--- src/hw/rtl/icrb_pkg.sv ---
// Package for the clamp-to-edge convolution block.
// Holds operation and register codes, the cell control struct and the fixed field widths.
// No dependencies.
package icrb_pkg;

  localparam int ROW_W   = 12;
  localparam int OUTC_W  = 10;
  localparam int OUTCH_W = 2;
  localparam int SUM_W   = 32;
  localparam int PROD_W  = 25;
  localparam int WT_W    = 16;
  localparam int PIX_W   = 8;
  localparam int CFG_W   = 13;
  localparam int IDX_W   = 3;
  localparam int FRAC_W  = 12;
  localparam int MAX_HEIGHT = 4096;

  localparam logic [SUM_W-1:0] HALF_LSB = 32'd2048;
  localparam logic [SUM_W-1:0] BYTE_TOP = 32'd1044480;
  localparam logic [SUM_W-1:0] BYTE_MAX = 32'd255;

  localparam logic OP_WEIGHT = 1'b0;
  localparam logic OP_SAMPLE = 1'b1;

  localparam logic [IDX_W-1:0] REG_FRAME_WIDTH   = 3'd0;
  localparam logic [IDX_W-1:0] REG_FRAME_HEIGHT  = 3'd1;
  localparam logic [IDX_W-1:0] REG_CHANNEL_COUNT = 3'd2;
  localparam logic [IDX_W-1:0] REG_KERNEL_RADIUS = 3'd3;
  localparam logic [IDX_W-1:0] REG_OUTPUT_MODE   = 3'd4;

  localparam logic MODE_RAW  = 1'b0;
  localparam logic MODE_BYTE = 1'b1;

  typedef struct packed {
    logic clr;
    logic hit;
  } cell_ctl_t;

endpackage

--- src/hw/rtl/icrb_cell.sv ---
// One accumulate cell of the reduction chain: sums the products of one kernel row
// and adds its total onto the partial sum coming from its left neighbor. Uses icrb_pkg.
module icrb_cell
  import icrb_pkg::*;
(
  input  logic                     clk_i,
  input  cell_ctl_t                ctl_i,
  input  logic signed [PROD_W-1:0] prod_i,
  input  logic signed [SUM_W-1:0]  sum_i,
  output logic signed [SUM_W-1:0]  sum_o
);

  logic signed [SUM_W-1:0] acc_q, acc_d;
  logic signed [SUM_W-1:0] sum_q;

  always_comb begin
    acc_d = acc_q;
    if (ctl_i.clr) begin
      acc_d = '0;
    end else if (ctl_i.hit) begin
      acc_d = acc_q + SUM_W'(prod_i);
    end
  end

  always_ff @(posedge clk_i) begin
    acc_q <= acc_d;
    sum_q <= sum_i + acc_q;
  end

  assign sum_o = sum_q;

endmodule

--- config.mk ---
export PLATFORM = sky130hd
export DESIGN_NAME = icrb_cell
export DESIGN_NICKNAME = d
export VERILOG_FILES = /design/src/hw/rtl/icrb_pkg.sv /design/src/hw/rtl/icrb_cell.sv
export SDC_FILE = /design/constraint.sdc
export NUM_CORES = 1
export LEC_CHECK = 0
export BUFFER_PORTS_ARGS = -buffer_cell sky130_fd_sc_hd__buf_2
export CORE_MARGIN = 5
export CORE_UTILIZATION = 60
export CTS_CLUSTER_DIAMETER = 40
export DETAILED_ROUTE_END_ITERATION = 8
export PLACE_DENSITY = 0.85
export SETUP_SLACK_MARGIN = 0.1
export SYNTH_ARGS = -nofsm -noshare
export SYNTH_HDL_FRONTEND = slang
export SYNTH_SLANG_ARGS = --single-unit
--- constraint.sdc ---
create_clock -name clk_i -period 8 [get_ports clk_i]
set_input_delay 0.4 -clock clk_i [delete_from_list [all_inputs] [get_ports clk_i]]
set_output_delay 0.4 -clock clk_i [all_outputs]
set_load 0.01 [all_outputs]
==> results.md <==
- Post-synthesis sequential area ratio: 25.92%
- Final hold viol count: 0
- Post-layout nets: 781
- Post-CTS setup buffers: 0
- Die Width: 100.8 µm
- CP Data Required Time: 8.25 ns
- Final wirelength: 11,880 µm
- Cell count after synthesis: 571
- Clock latency on the worst-skew pair: 0.36 ns
- Clk root buf: clkbuf_8
- Fill count: 634
- Slowest cell on crit path: fa_1
- Pwr Total: 1.502 mW
- Max-slew violation count: 0
- EDFF count, synth: 0
- Sink Count: 64
- Die H: 100.8 µm
- Hold Slack: 0.2613 ns
- IO Pins: 92
- Avg Inst Size Synth: 8.655 µm²
- Num CTS Buffers: 9
- Core area: 8134 µm²
- Clk slew on worst S/H paths: 0.07 ns
- Yosys reg bits: 64
- Post-DP HPWL: 9284 µm
- Syn-to-layout area delta: 14.94%
- Starting Density: 60.76%
- Leakage Power: 2.826 nW
- Wire per inst: 15.49 µm
- Pre-CTS WS: 4.803 ns
- Area contributors post-synth: dfxtp_1 26%, ha_1 16%, xnor2_1 5.8%, a21oi_1 5.0%, a21o_1 4.7%
- Status: completed
- Post-layout minimum cycle time: 3.055 ns
- Dpl cell area: 5468 µm²
- RSZ-0062 raised after global routing: false
- GRT Total Usage: 24.06%
- Syn Nets: 695
- CP endpoint kind: register
- Area leader, netlist: dfxtp_1
- Setup_tns: 0 ns
- Max-Cap Viols: 0
- Drc violations: 0
- H-tree depth: 3
- Pre-antenna DRT Iters: 5
- PD cells: 264.5 nW/µm²
- Final Util: 69.84%
- Hold crit path type: input pin to register
- Post-CTS resize count: 0
- Most frequent cells in the layout: 91 x buf_2, 64 x dfxtp_1, 62 x ha_1
- Row cnt: 33
- Synth top area share: 25.92%
- Final setup fails: 0
- Placer congestion estimate: 0.9407
- Vias in the first global route: 4,367
- Top FF cell, synth: dfxtp_1
- Most common cell after layout, fill and taps aside: buf_2
- VDD IR max: 0.0001243 V
- Yosys Warn Count: 0
- DRT iter0 DRCs: 236
- Detail Route Antenna Nets: 0
- Total die area: 10,150 µm²
- Non-filler cells, final: 767
- Slew @ Worst Pin: 0.9121 ns
- Crit path kind: register to register
- CP delay by family, top: compound AO/OA/AOI/OAI gates
- Largest stage delay on the critical path: 0.41 ns
- Routed vias: 4,507
- Max Freq: 0.3274 GHz
- Largest net degree at the start of global routing: 40
- Cts hold-fix bufs: 0
- Count of cell types in the netlist: 62
- Period utilization: 38.18%
- First-pass GRT wire length: 19,820 µm
- CP arrival: 3.31 ns
- ANT cells: 0
- Gr ovfl total: 0
- Critical path, cell by cell: ha_1 > fa_1 > a21oi_1 > o211ai_1 > a221oi_2 > o21ai_1 > o31a_4 > a31oi_4 > nor3b_2 > nand2b_1 > xor2_1
- Maximum fanout along the worst path: 3
- Antenna violations before repair: 0
- Design area: 5680 µm²
- Asr flop ratio synth: 0%
- Setup WS post-layout: 4.945 ns
- CTS max path bufs: 2
- CTS tree: yes
- Mapped cell area: 4942 µm²
- Share of layout cells above drive strength 1: 19.34%
- Worst Clk Skew: 0.009325 ns
- Via density: 5.876
- Port bufs: 91
- Cell count after placement: 751
- Rel. slew slack: 39.19%
- CP bufs+invs: 0
- Setup crit start kind: register
Yosys cell counts, types with 3 or more instances:
| cell type | number |
|---|---|
| a21oi_1 | 49 |
| a31o_2 | 3 |
| nand2_1 | 36 |
| nor3_1 | 7 |
| xor2_1 | 24 |
| and3_1 | 11 |
| nand2b_1 | 13 |
| nand4_1 | 6 |
| inv_1 | 13 |
| buf_1 | 3 |
| o21a_1 | 4 |
| ha_1 | 62 |
| a31oi_1 | 9 |
| a21o_1 | 31 |
| o211ai_1 | 8 |
| nor2b_1 | 9 |
| o21bai_1 | 11 |
| o21ai_1 | 12 |
| nand3_1 | 13 |
| mux2i_1 | 22 |
| a221oi_2 | 3 |
| xnor2_1 | 33 |
| a211oi_1 | 6 |
| clkbuf_1 | 12 |
| o21ai_0 | 16 |
| nor2_1 | 47 |
| dfxtp_1 | 64 |
sequential cells by signal, indices dropped and copies added, names as in the netlist:
signal,flops
acc_q,32
sum_o,32
final cells by class:
cell class | instances | area (µm²) | share of cell area (%)
Clock inverter | 5 | 81.33 | 1.432
Sequential cell | 64 | 1281 | 22.56
Multi-Input combinational cell | 478 | 3551 | 62.51
Timing Repair Buffer | 91 | 455.4 | 8.018
Tap cell | 105 | 131.4 | 2.313
Clock buffer | 11 | 131.4 | 2.313
Inverter | 13 | 48.80 | 0.8590
worst reg2reg max path: stages, from the launching register on:
cell and delay, ns:
dfxtp_1 0.33, ha_1 0.21, fa_1 0.41, a21oi_1 0.28, o211ai_1 0.21, a221oi_2 0.41, o21ai_1 0.18, o31a_4 0.33
a31oi_4 0.22, nor3b_2 0.08, nand2b_1 0.16, xor2_1 0.14
metal layers:
layer,wire length [µm],track usage (%),vias up
met2,5564,39.80,153
met5,0,0,-
met1,5411,31.74,2059
li1,-,-,2274
met4,186,8.912,0
met3,722,3.460,21
kinds of logic (layout without fill, tap and decap cells):
logic type / count (synthesis) / count (layout) / synth area share, %
muxes: 24 / 24 / 4.911
and+or+nand+nor: 158 / 158 / 16.05
adders and majority gates: 64 / 64 / 16.51
DFF: 64 / 64 / 25.92
AOI/OAI and AO/OA: 175 / 175 / 24.28
xor gates and xnor gates: 57 / 57 / 10.10
buffers and inverters: 29 / 120 / 2.228
worst paths after layout:
check / start / to / slack, ns / cells after the start
min: sum_i[0] / sum_o[0] / 0.26 / 2
max: acc_q[0] / sum_o[26] / 4.95 / 11
min reg2reg: acc_q[28] / acc_q[28] / 0.50 / 2
max reg2reg: acc_q[0] / sum_o[26] / 4.95 / 11
power breakdown:
part / switching [mW] / total (mW) / internal [mW]
clock network: 0.136 / 0.311 / 0.176
logic: 0.404 / 0.727 / 0.322
registers: 0.0446 / 0.464 / 0.420
total: 0.584 / 1.50 / 0.918
(Power assumes the default switching activity.)
