`src/hw/rtl/icrb_ram.sv`:
```
// Generic simple dual-port RAM: one write port, one registered read port.
// No dependencies.
module icrb_ram #(
  parameter int WIDTH = 8,
  parameter int DEPTH = 16,
  localparam int AW = (DEPTH > 1) ? $clog2(DEPTH) : 1
) (
  input  logic             clk_i,
  input  logic             we_i,
  input  logic [AW-1:0]    waddr_i,
  input  logic [WIDTH-1:0] wdata_i,
  input  logic [AW-1:0]    raddr_i,
  output logic [WIDTH-1:0] rdata_o
);

  logic [WIDTH-1:0] mem_q [DEPTH];
  logic [WIDTH-1:0] rdata_q;

  always_ff @(posedge clk_i) begin
    if (we_i) begin
      mem_q[waddr_i] <= wdata_i;
    end
    rdata_q <= mem_q[raddr_i];
  end

  assign rdata_o = rdata_q;

endmodule

```
`config.mk`:
```
export PLATFORM = sky130hd
export DESIGN_NAME = icrb_ram
export DESIGN_NICKNAME = d
export VERILOG_FILES = /design/src/hw/rtl/icrb_ram.sv
export SDC_FILE = /design/constraint.sdc
export NUM_CORES = 1
export LEC_CHECK = 0
export BUFFER_PORTS_ARGS = -buffer_cell sky130_fd_sc_hd__buf_2
export CORE_ASPECT_RATIO = 0.75
export CORE_UTILIZATION = 38
export CTS_BUF_LIST = sky130_fd_sc_hd__clkbuf_4 sky130_fd_sc_hd__clkbuf_8
export DETAILED_ROUTE_END_ITERATION = 8
export PLACE_DENSITY = 0.57
export SLEW_MARGIN = 0
export SYNTH_ARGS = -nofsm -noshare
export SYNTH_HDL_FRONTEND = slang
export SYNTH_SLANG_ARGS = --single-unit
```
`constraint.sdc`:
```
create_clock -name clk_i -period 2 [get_ports clk_i]
set_clock_uncertainty 0.15 [all_clocks]
set_input_delay 0.1 -clock clk_i [delete_from_list [all_inputs] [get_ports clk_i]]
set_output_delay 0.1 -clock clk_i [all_outputs]
set_load 0.1 [all_outputs]
```
==> qor.yml, run 1 <==
outcome: "completed"
die_w_um: 136
grt_usage_pct: 15.8
detail-route-antenna-nets: 0
hold_depth: 3
ff2ff_setup_slack_ns: 0.41
gr-total-overflow: 0
slowest_stage: "dlygate4sd3_1"
synth_top_family_by_area: "multiplexers"
synth_compound_area_share_pct: 2.33
path_class: "primary input to flop"
power.total_mw: 6.00
worstPathMaxFanout: 7
io_pins: 26
hold_path_class: "primary input to flop"
htree_levels: 4
clockBufferDepth: 2
crit_chain: "dlygate4sd3_1 -> buf_2 -> nor3_1 -> dlygate4sd3_1"
cts.repair.resized: 0
hold_violations: 0
core_area_um2: 13100
syn-num-nets: 247
clkLatencyLatePin_ns: 0.42
fin_hold_ws_ns: 0.0565
grt_antenna_before_repair: 0
setup_violations: 0
min_period_ns: 1.79
critPathLaunchType: "primary input"
grt_pass1_vias: 2570
ir_drop_mv: 0.560
ys_ff_latch: 136
place_area_um2: 5600
slowest_delay_ns: 0.64
synth-xor-area-share_pct: 0
netlist_area_um2: 5150
firstDrtPassIters: 4
grt-busiest-layer: "met2"
root_buffer: "clkbuf_8"
clk_pin_slew_ns: 0.07
vias: 2454
synthSimpleGateAreaFrac_pct: 3.18
synthToLayoutAreaGrowth_pct: 19.0
multiInputGateArea_um2: 1060
grt_max_degree: 22
fin_setup_tns_ns: 0
wl_per_cell_um: 20.6
fmax_mhz: 559
required_ns: 1.98
hpwlAfterDp_um: 6620
use_met1_pct: 22.0
syn_inst: 229
synthTopCellsByArea: "edfxtp_1, mux4_2, mux4_1"
rr_endpoint: "rdata_o[5]"
tightest_slew_ns: 0.498
final_net_count: 314
stdcell_area_um2: 6130
fin_util_pct: 46.7
p_leak_nw: 2.09
start_util_pct: 39.3
slew_headroom_pct: 67.0
grt_setup_unrepaired: "no"
routed_wl_um: 9900
regArea_um2: 4000
cp.arrival_ns: 1.77
syn_avg_cell_area_um2: 22.5
synth.distinct_cells: 19
use_met2_pct: 23.5
port_buffers: 25
fill_cells: 1094
drt_iter0_drc: 163
cts-buffers-inserted: 17
yosysTopAreaCellShare_pct: 74.7
r2r_cells: 3
yosysWarnings: 0
yosysTopAreaCell: "edfxtp_1"
synth.area.mux_share_pct: 15.0
synth.yosys.seq_area_share_pct: 77.8
route.detailed.drc: 0
min_from: "waddr_i[2]"
die_h_um: 103
drv_slew: 0
whs_endpoint: "mem_q[13][4]"
synth_adder_area_share_pct: 0
n_antenna_cell: 0
met3_usage_pct: 4.08
powerDensity_nw_per_um2: 979
cts_tree: "built"
drive_gt1_share_pct: 32.0
die_area_um2: 14000
fp-row-count: 36
cap_viol_max_count: 0
via_per_inst: 5.11
crit_top_cell: "dlygate4sd3_1"
grt_pass1_wl_um: 15000
cts_sinks: 136
gp_congestion: 0.685
r2r-start: "mem_q[0][5]"
post-route-period-util_pct: 89.4
cp-end-kind: "flop"
layout make-up:
type / instances / area share, %
Clock buffer: 24 / 5.08
Tap cell: 171 / 3.49
Multi-Input combinational cell: 83 / 17.3
Clock inverter: 8 / 1.92
Timing Repair Buffer: 58 / 6.90
Sequential cell: 136 / 65.3
power by group:
part | leakage [nW] | switching, mW | internal [mW] | total [mW]
clock network | 0.223 | 0.948 | 1.40 | 2.35
logic | 0.645 | 0.304 | 0.145 | 0.449
registers | 1.22 | 0.0194 | 3.18 | 3.20
cells by family (layout without fill, tap and decap cells):
logic type,count (synthesis),in the layout
and+or+nand+nor,35,35
muxes,32,32
AOI/OAI and AO/OA,16,16
DFF,136,136
buffers and inverters,10,90
stage by stage:
| stage | worst slack, ns | instances |
|---|---|---|
| 3_3_place_gp | 0.272 | 438 |
| 5_1_grt | 0.170 | 480 |
| 4_1_cts | 0.298 | 480 |
| 6_report | 0.212 | 480 |
| 2_1_floorplan | 0.257 | 229 |
| 3_5_place_dp | 0.258 | 438 |
per-layer routing:
metal | up-vias | part of all wire [%]
met3 | 16 | 3.8
met4 | 0 | 1.6
met5 | - | 0
met2 | 50 | 46
met1 | 1282 | 49
li1 | 1106 | -
placed cells by master, fill, tap and decap left out, types with 2 or more instances in the layout:
master         synthesis  routed
clkinv_2               0       4
mux4_1                14      14
buf_2                  3      25
buf_4                  1      21
dfxtp_1                8       8
nand3b_1               2       2
mux4_2                18      18
edfxtp_1             128     128
a22oi_1               16      16
nor3_1                 4       4
clkbuf_4               0       3
nand2_1                9       9
bufinv_16              0       3
nor2_1                13      13
nand2b_1               2       2
clkbuf_8               0      21
dlygate4sd3_1          0      10
buf_12                 0       2
state kept, by name (all words and copies together), names as in the netlist:
name / flops
mem_q: 128
rdata_o: 8
timing repair:
action | 4_1_cts | 5_1_grt
endpoints found under the hold margin | 130 | 0
hold buffers | 10 | 0
buffers inserted | 0 | 0
cells in the mapped netlist:
master           count
edfxtp_1           128
mux4_2              18
a22oi_1             16
mux4_1              14
nor2_1              13
nand2_1              9
dfxtp_1              8
nor3_1               4
buf_2                3
buf_6                3
clkdlybuf4s25_2      3
nand2b_1             2
nand3b_1             2
and2_1               1
and2b_1              1
buf_4                1
nand3_1              1
nor2b_1              1
or3b_2               1
worst max-delay path, delay by kind of cell:
kind / cells / cell delay, ns
buffers and inverters: 3 / 1.38
and+or+nand+nor: 1 / 0.29
worst max-delay path by stage:
| stage | slack, ns | cells after the start | to | from |
|---|---|---|---|---|
| finish | 0.21 | 4 | mem_q[12][0] | waddr_i[0] |
| global route | 0.17 | 4 | mem_q[12][0] | waddr_i[0] |
| CTS | 0.30 | 4 | mem_q[12][0] | waddr_i[0] |
| detailed placement | 0.26 | 5 | rdata_o[5] | raddr_i[0] |
| global placement | 0.27 | 5 | rdata_o[5] | raddr_i[0] |
| floorplan | 0.26 | 2 | mem_q[0][0] | waddr_i[2] |
Note: power is estimated with default switching activity, not from simulation.
==> run 2, diff against run 1 <==
- clock period: 2 -> 2.3 ns (I/O delays scaled with it)
==> qor.yml, run 2 (synthesized netlist as in run 1, its figures left out) <==
clockBufferDepth: 2  # unchanged
required_ns: 2.04  # was 1.98 ns
wl_per_cell_um: 20.7  # was 20.6 um
cp-end-kind: "output port"  # was flop
startpoint: "rdata_o[4]"  # was waddr_i[0]
p_leak_nw: 2.03  # was 2.09 nW
n_antenna_cell: 0  # unchanged
clkLatencyLatePin_ns: 0.42  # about the same
power.total_mw: 4.97  # was 6.00 mW
place_area_um2: 5570  # was 5600 um2
grt_antenna_before_repair: 0  # unchanged
vias: 2382  # was 2,454
cap_viol_max_count: 0  # unchanged
worstPathMaxFanout: 1  # was 7
fin_setup_tns_ns: 0  # unchanged
die_area_um2: 14000  # unchanged
fmax_mhz: 662
grt_pass1_vias: 2496  # was 2,570
die_h_um: 103  # unchanged
grt_max_degree: 33  # was 22
synthToLayoutAreaGrowth_pct: 16.8  # was 19.0%
cts_sinks: 136  # unchanged
hold_path_class: "primary input to flop"  # unchanged
port_buffers: 25  # unchanged
ir_drop_mv: 0.421  # was 0.560 mV
regMostFlops: "mem_q"  # unchanged
cts_tree: "built"  # unchanged
cp.arrival_ns: 1.24  # was 1.77 ns
fill_cells: 1112  # was 1,094
layout_common_cells: "edfxtp_1, buf_2, mux4_2, clkbuf_8, buf_4"  # was edfxtp_1, buf_2, clkbuf_8, buf_4, mux4_2
detail-route-antenna-nets: 0  # unchanged
cp.depth: 1  # was 4
final_net_count: 308  # was 314
crit_buf_inv: 1  # was 3
drive_gt1_share_pct: 30.4  # was 32.0%
slowest_delay_ns: 0.45  # was 0.64 ns
met3_usage_pct: 3.24  # was 4.08%
mostFrequentLayoutCell: "edfxtp_1"  # unchanged
grt_usage_pct: 15.8  # about the same
hold_depth: 4  # was 3
drt_iter0_drc: 164  # was 163
outcome: "completed"  # unchanged
gr-total-overflow: 0  # unchanged
slew_headroom_pct: 55.4  # was 67.0%
gp_congestion: 0.703  # was 0.685
route.detailed.drc: 0  # unchanged
use_met2_pct: 22.9  # was 23.5%
min_period_ns: 1.51
drv_slew: 0  # unchanged
hold_violations: 0  # unchanged
crit_chain: "buf_2"  # was dlygate4sd3_1 -> buf_2 -> nor3_1 -> dlygate4sd3_1
io_pins: 26  # unchanged
cts_setup_buffers: 0  # unchanged
r2r_cells: 3  # unchanged
largest_register_ffs: 128  # unchanged
crit_family: "buffers and inverters"  # unchanged
use_met1_pct: 22.9  # was 22.0%
clk_pin_slew_ns: 0.07  # about the same
grt_pass1_wl_um: 14900  # was 15,000 um
powerDensity_nw_per_um2: 827  # was 979 nW/um2
grt_setup_unrepaired: "no"  # unchanged
grt-busiest-layer: "met1"  # was met2
die_w_um: 136  # unchanged
fp-row-count: 36  # unchanged
stdcell_count: 474  # was 480
post-route-period-util_pct: 65.6
critPathLaunchType: "flop"  # was primary input
stdcell_area_um2: 6010  # was 6130 um2
cts-buffers-inserted: 17  # unchanged
htree_levels: 4  # unchanged
firstDrtPassIters: 4  # unchanged
slowest_stage: "buf_2"  # was dlygate4sd3_1
via_per_inst: 5.03  # was 5.11
tightest_slew_ns: 0.667  # was 0.498 ns
min_from: "raddr_i[2]"  # was waddr_i[2]
post-place-cells: 434  # was 438
core_area_um2: 13100  # unchanged
path_class: "flop to output port"  # was primary input to flop
r2r-start: "mem_q[9][2]"  # was mem_q[0][5]
start_util_pct: 39.3  # unchanged
root_buffer: "clkbuf_8"  # unchanged
setup_violations: 0  # unchanged
hpwlAfterDp_um: 6260  # was 6620 um
routed_wl_um: 9810  # was 9900 um
[run 2: cell count changes in the layout (fill, tap and decap cells not counted), sizes merged]
| cell | delta |
|---|---|
| dlygate4sd3 | -2 |
| bufinv | -1 |
| buf | -4 |
| clkbuf | -4 |
| clkinv | +5 |
[run 2: final timing paths]
path	endpoint	slack, ns
min	rdata_o[1]	0.11
max reg2reg	rdata_o[2]	0.81
min reg2reg	rdata_o[2]	0.52
max	rdata_o[4]	0.79
[run 2: what timing repair did]
| item | CTS | global route |
|---|---|---|
| gates resized for setup | 0 | 0 |
| hold buffers | 8 | 0 |
| endpoints found under the hold margin | 128 | 0 |
[run 2: cell type report]
class	instances	area [um2]	area share, %
Multi-Input combinational cell	83	1060	17.6
Clock buffer	20	256	4.27
Clock inverter	12	109	1.81
Timing Repair Buffer	52	373	6.20
Tap cell	171	214	3.56
Sequential cell	136	4000	66.6
[run 2: stage by stage]
step | util (%) | hold WS (ns) | worst slack (ns)
4_1_cts | 45.9 | 0.0897 | 0.758
2_1_floorplan | - | 0.0639 | 0.542
3_3_place_gp | 42.5 | 0.357 | 0.456
3_5_place_dp | 42.5 | 0.370 | 0.438
6_report | 45.9 | 0.113 | 0.790
5_1_grt | 45.9 | 0.130 | 0.711
[run 2: metal layers]
layer  share of wire [%]  wire, um
met1                  47      4600
met2                  46      4480
met3                 7.0       690
met4                0.41        40
met5                   0         0
[run 2: power by group]
group	switching, mW	total, mW	internal [mW]
clock network	0.830	1.80	0.974
logic	0.261	0.382	0.120
registers	0.0185	2.79	2.77
total	1.11	4.97	3.86
==> run 3, diff against run 2 <==
- clock period: 2.3 -> 1.5 ns (I/O delays scaled with it)
==> qor.yml, run 3 (synthesized netlist as in run 1, its figures left out) <==
outcome: "completed"  # unchanged
powerDensity_nw_per_um2: 1260  # was 827 nW/um2
hpwlAfterDp_um: 6510  # was 6260 um
final_net_count: 322  # was 308
mostFrequentLayoutCell: "edfxtp_1"  # unchanged
fmax_mhz: 692
fin_hold_ws_ns: 0.108  # was 0.113 ns
wl_per_cell_um: 20.6  # was 20.7 um
p_clk_share_pct: 37.1  # was 36.3%
cp.arrival_ns: 1.61  # was 1.24 ns
power.internal_mw: 6.03  # was 3.86 mW
die_area_um2: 14000  # unchanged
fin_setup_tns_ns: 0  # unchanged
largest_register_ffs: 128  # unchanged
gp_congestion: 0.770  # was 0.703
cp-end-kind: "flop"  # was output port
drv_slew: 0  # unchanged
grt_pass1_vias: 2578  # was 2,496
clk_pin_slew_ns: 0.07  # about the same
cap_viol_max_count: 0  # unchanged
via_per_inst: 5.15  # was 5.03
drt_iter0_drc: 219  # was 164
min_period_ns: 1.44
required_ns: 1.67  # was 2.04 ns
p_leak_nw: 2.09  # was 2.03 nW
stdcell_count: 488  # was 474
path_class: "flop to flop"  # was flop to output port
detail-route-antenna-nets: 0  # unchanged
routed_wl_um: 10100  # was 9810 um
root_buffer: "clkbuf_8"  # unchanged
fill_cells: 1116  # was 1,112
io_pins: 26  # unchanged
die_h_um: 103  # unchanged
grt_max_degree: 21  # was 33
cts-buffers-inserted: 17  # unchanged
fp-row-count: 36  # unchanged
hold_violations: 0  # unchanged
tightest_slew_ns: 0.858  # was 0.667 ns
htree_levels: 4  # unchanged
setup_violations: 0  # unchanged
vias: 2515  # was 2,382
worstPathMaxFanout: 1  # unchanged
ff2ff_setup_slack_ns: 0.06  # was 0.81 ns
n_antenna_cell: 0  # unchanged
die_w_um: 136  # unchanged
layout_common_cells: "edfxtp_1, buf_4, buf_2, mux4_2, clkbuf_8"  # was edfxtp_1, buf_2, mux4_2, clkbuf_8, buf_4
post-place-cells: 446  # was 434
p_sw_mw: 1.76  # was 1.11 mW
clockBufferDepth: 2  # unchanged
p_sw_share_pct: 22.6  # was 22.3%
hold_path_class: "primary input to flop"  # unchanged
clkLatencyLatePin_ns: 0.43  # was 0.42 ns
core_area_um2: 13100  # unchanged
gr-total-overflow: 0  # unchanged
cts_tree: "built"  # unchanged
grt_pass1_wl_um: 15100  # was 14,900 um
firstDrtPassIters: 4  # unchanged
drive_gt1_share_pct: 38.2  # was 30.4%
place_area_um2: 5680  # was 5570 um2
pre_cts_ws_ns: -0.163  # was 0.438 ns
worst_slack_ns: 0.0553  # was 0.790 ns
ir_drop_mv: 0.611  # was 0.421 mV
start_util_pct: 39.3  # unchanged
regArea_um2: 4000  # unchanged
grt_usage_pct: 15.8  # about the same
multiInputGateArea_um2: 1080  # was 1060 um2
regMostFlops: "mem_q"  # unchanged
post-route-period-util_pct: 96.3
seq_power_share_pct: 54.8  # was 56.0%
stdcell_area_um2: 6180  # was 6010 um2
grt_antenna_before_repair: 0  # unchanged
cts_setup_buffers: 0  # unchanged
cts_sinks: 136  # unchanged
critPathLaunchType: "flop"  # unchanged
port_buffers: 25  # unchanged
power_frac_comb_pct: 8.2  # was 7.7%
synthToLayoutAreaGrowth_pct: 20.1  # was 16.8%
route.detailed.drc: 0  # unchanged
slew_headroom_pct: 42.6  # was 55.4%
[run 3: changes by cell type in the layout (fill, tap and decap cells not counted), moves of 2 or more]
cell,delta
a22oi_1,-7
a22oi_2,+7
buf_4,+12
clkinv_1,-3
dlygate4sd3_1,+2
mux4_1,-5
mux4_2,+5
[run 3: worst paths after layout]
check	startpoint	to	cells past startpoint
min	raddr_i[2]	rdata_o[2]	4
max reg2reg	mem_q[11][4]	rdata_o[4]	3
max	mem_q[11][4]	rdata_o[4]	3
min reg2reg	mem_q[8][2]	rdata_o[2]	3
[run 3: repair_timing]
| item | 4_1_cts | 5_1_grt |
|---|---|---|
| hold buffers | 10 | 0 |
| resized for setup | 5 | 9 |
| setup endpoints to repair | 4 | 10 |
| hold endpoints to repair | 131 | 0 |
| pin swaps | 0 | 2 |
| cloned | 0 | 0 |
[run 3: routing by layer]
metal | vias up | routed length, um | global-route usage [%]
met3 | 10 | 588 | 4.87
met4 | 0 | 100 | 6.15
met2 | 76 | 4520 | 22.6
met1 | 1309 | 4840 | 22.6
li1 | 1120 | - | -
met5 | - | 0 | 0
[run 3: layout make-up]
class | count | share of cell area, %
clock buffers | 22 | 4.49
clock inverters | 10 | 1.70
multi-input cells | 83 | 17.5
flip-flops and latches | 136 | 64.8
well taps | 171 | 3.46
repair buffers | 66 | 8.06
[run 3: worst max-delay path: stages, from the launching register on]
cell      delay, ns
edfxtp_1       0.37
mux4_2         0.52
a22oi_2        0.20
nand2_1        0.09
[run 3: stage by stage]
| step | power (mW) | utilization, % |
|---|---|---|
| after CTS | 7.87 | 47.1 |
| after global routing | 8.07 | 47.1 |
| final | 7.79 | 47.1 |
| after floorplan | 4.75 | - |
| after global placement | 4.95 | 43.3 |
| after detailed placement | 4.96 | 43.3 |
[run 3: power groups by stage]
| stage | sequential, mW | clock [mW] | combinational (mW) |
|---|---|---|---|
| 5_1_grt | 4.27 | 3.12 | 0.676 |
| 6_report | 4.27 | 2.89 | 0.636 |
| 3_3_place_gp | 4.35 | 0 | 0.602 |
| 4_1_cts | 4.27 | 2.96 | 0.634 |
| 2_1_floorplan | 4.53 | 0 | 0.216 |
| 3_5_place_dp | 4.35 | 0 | 0.605 |
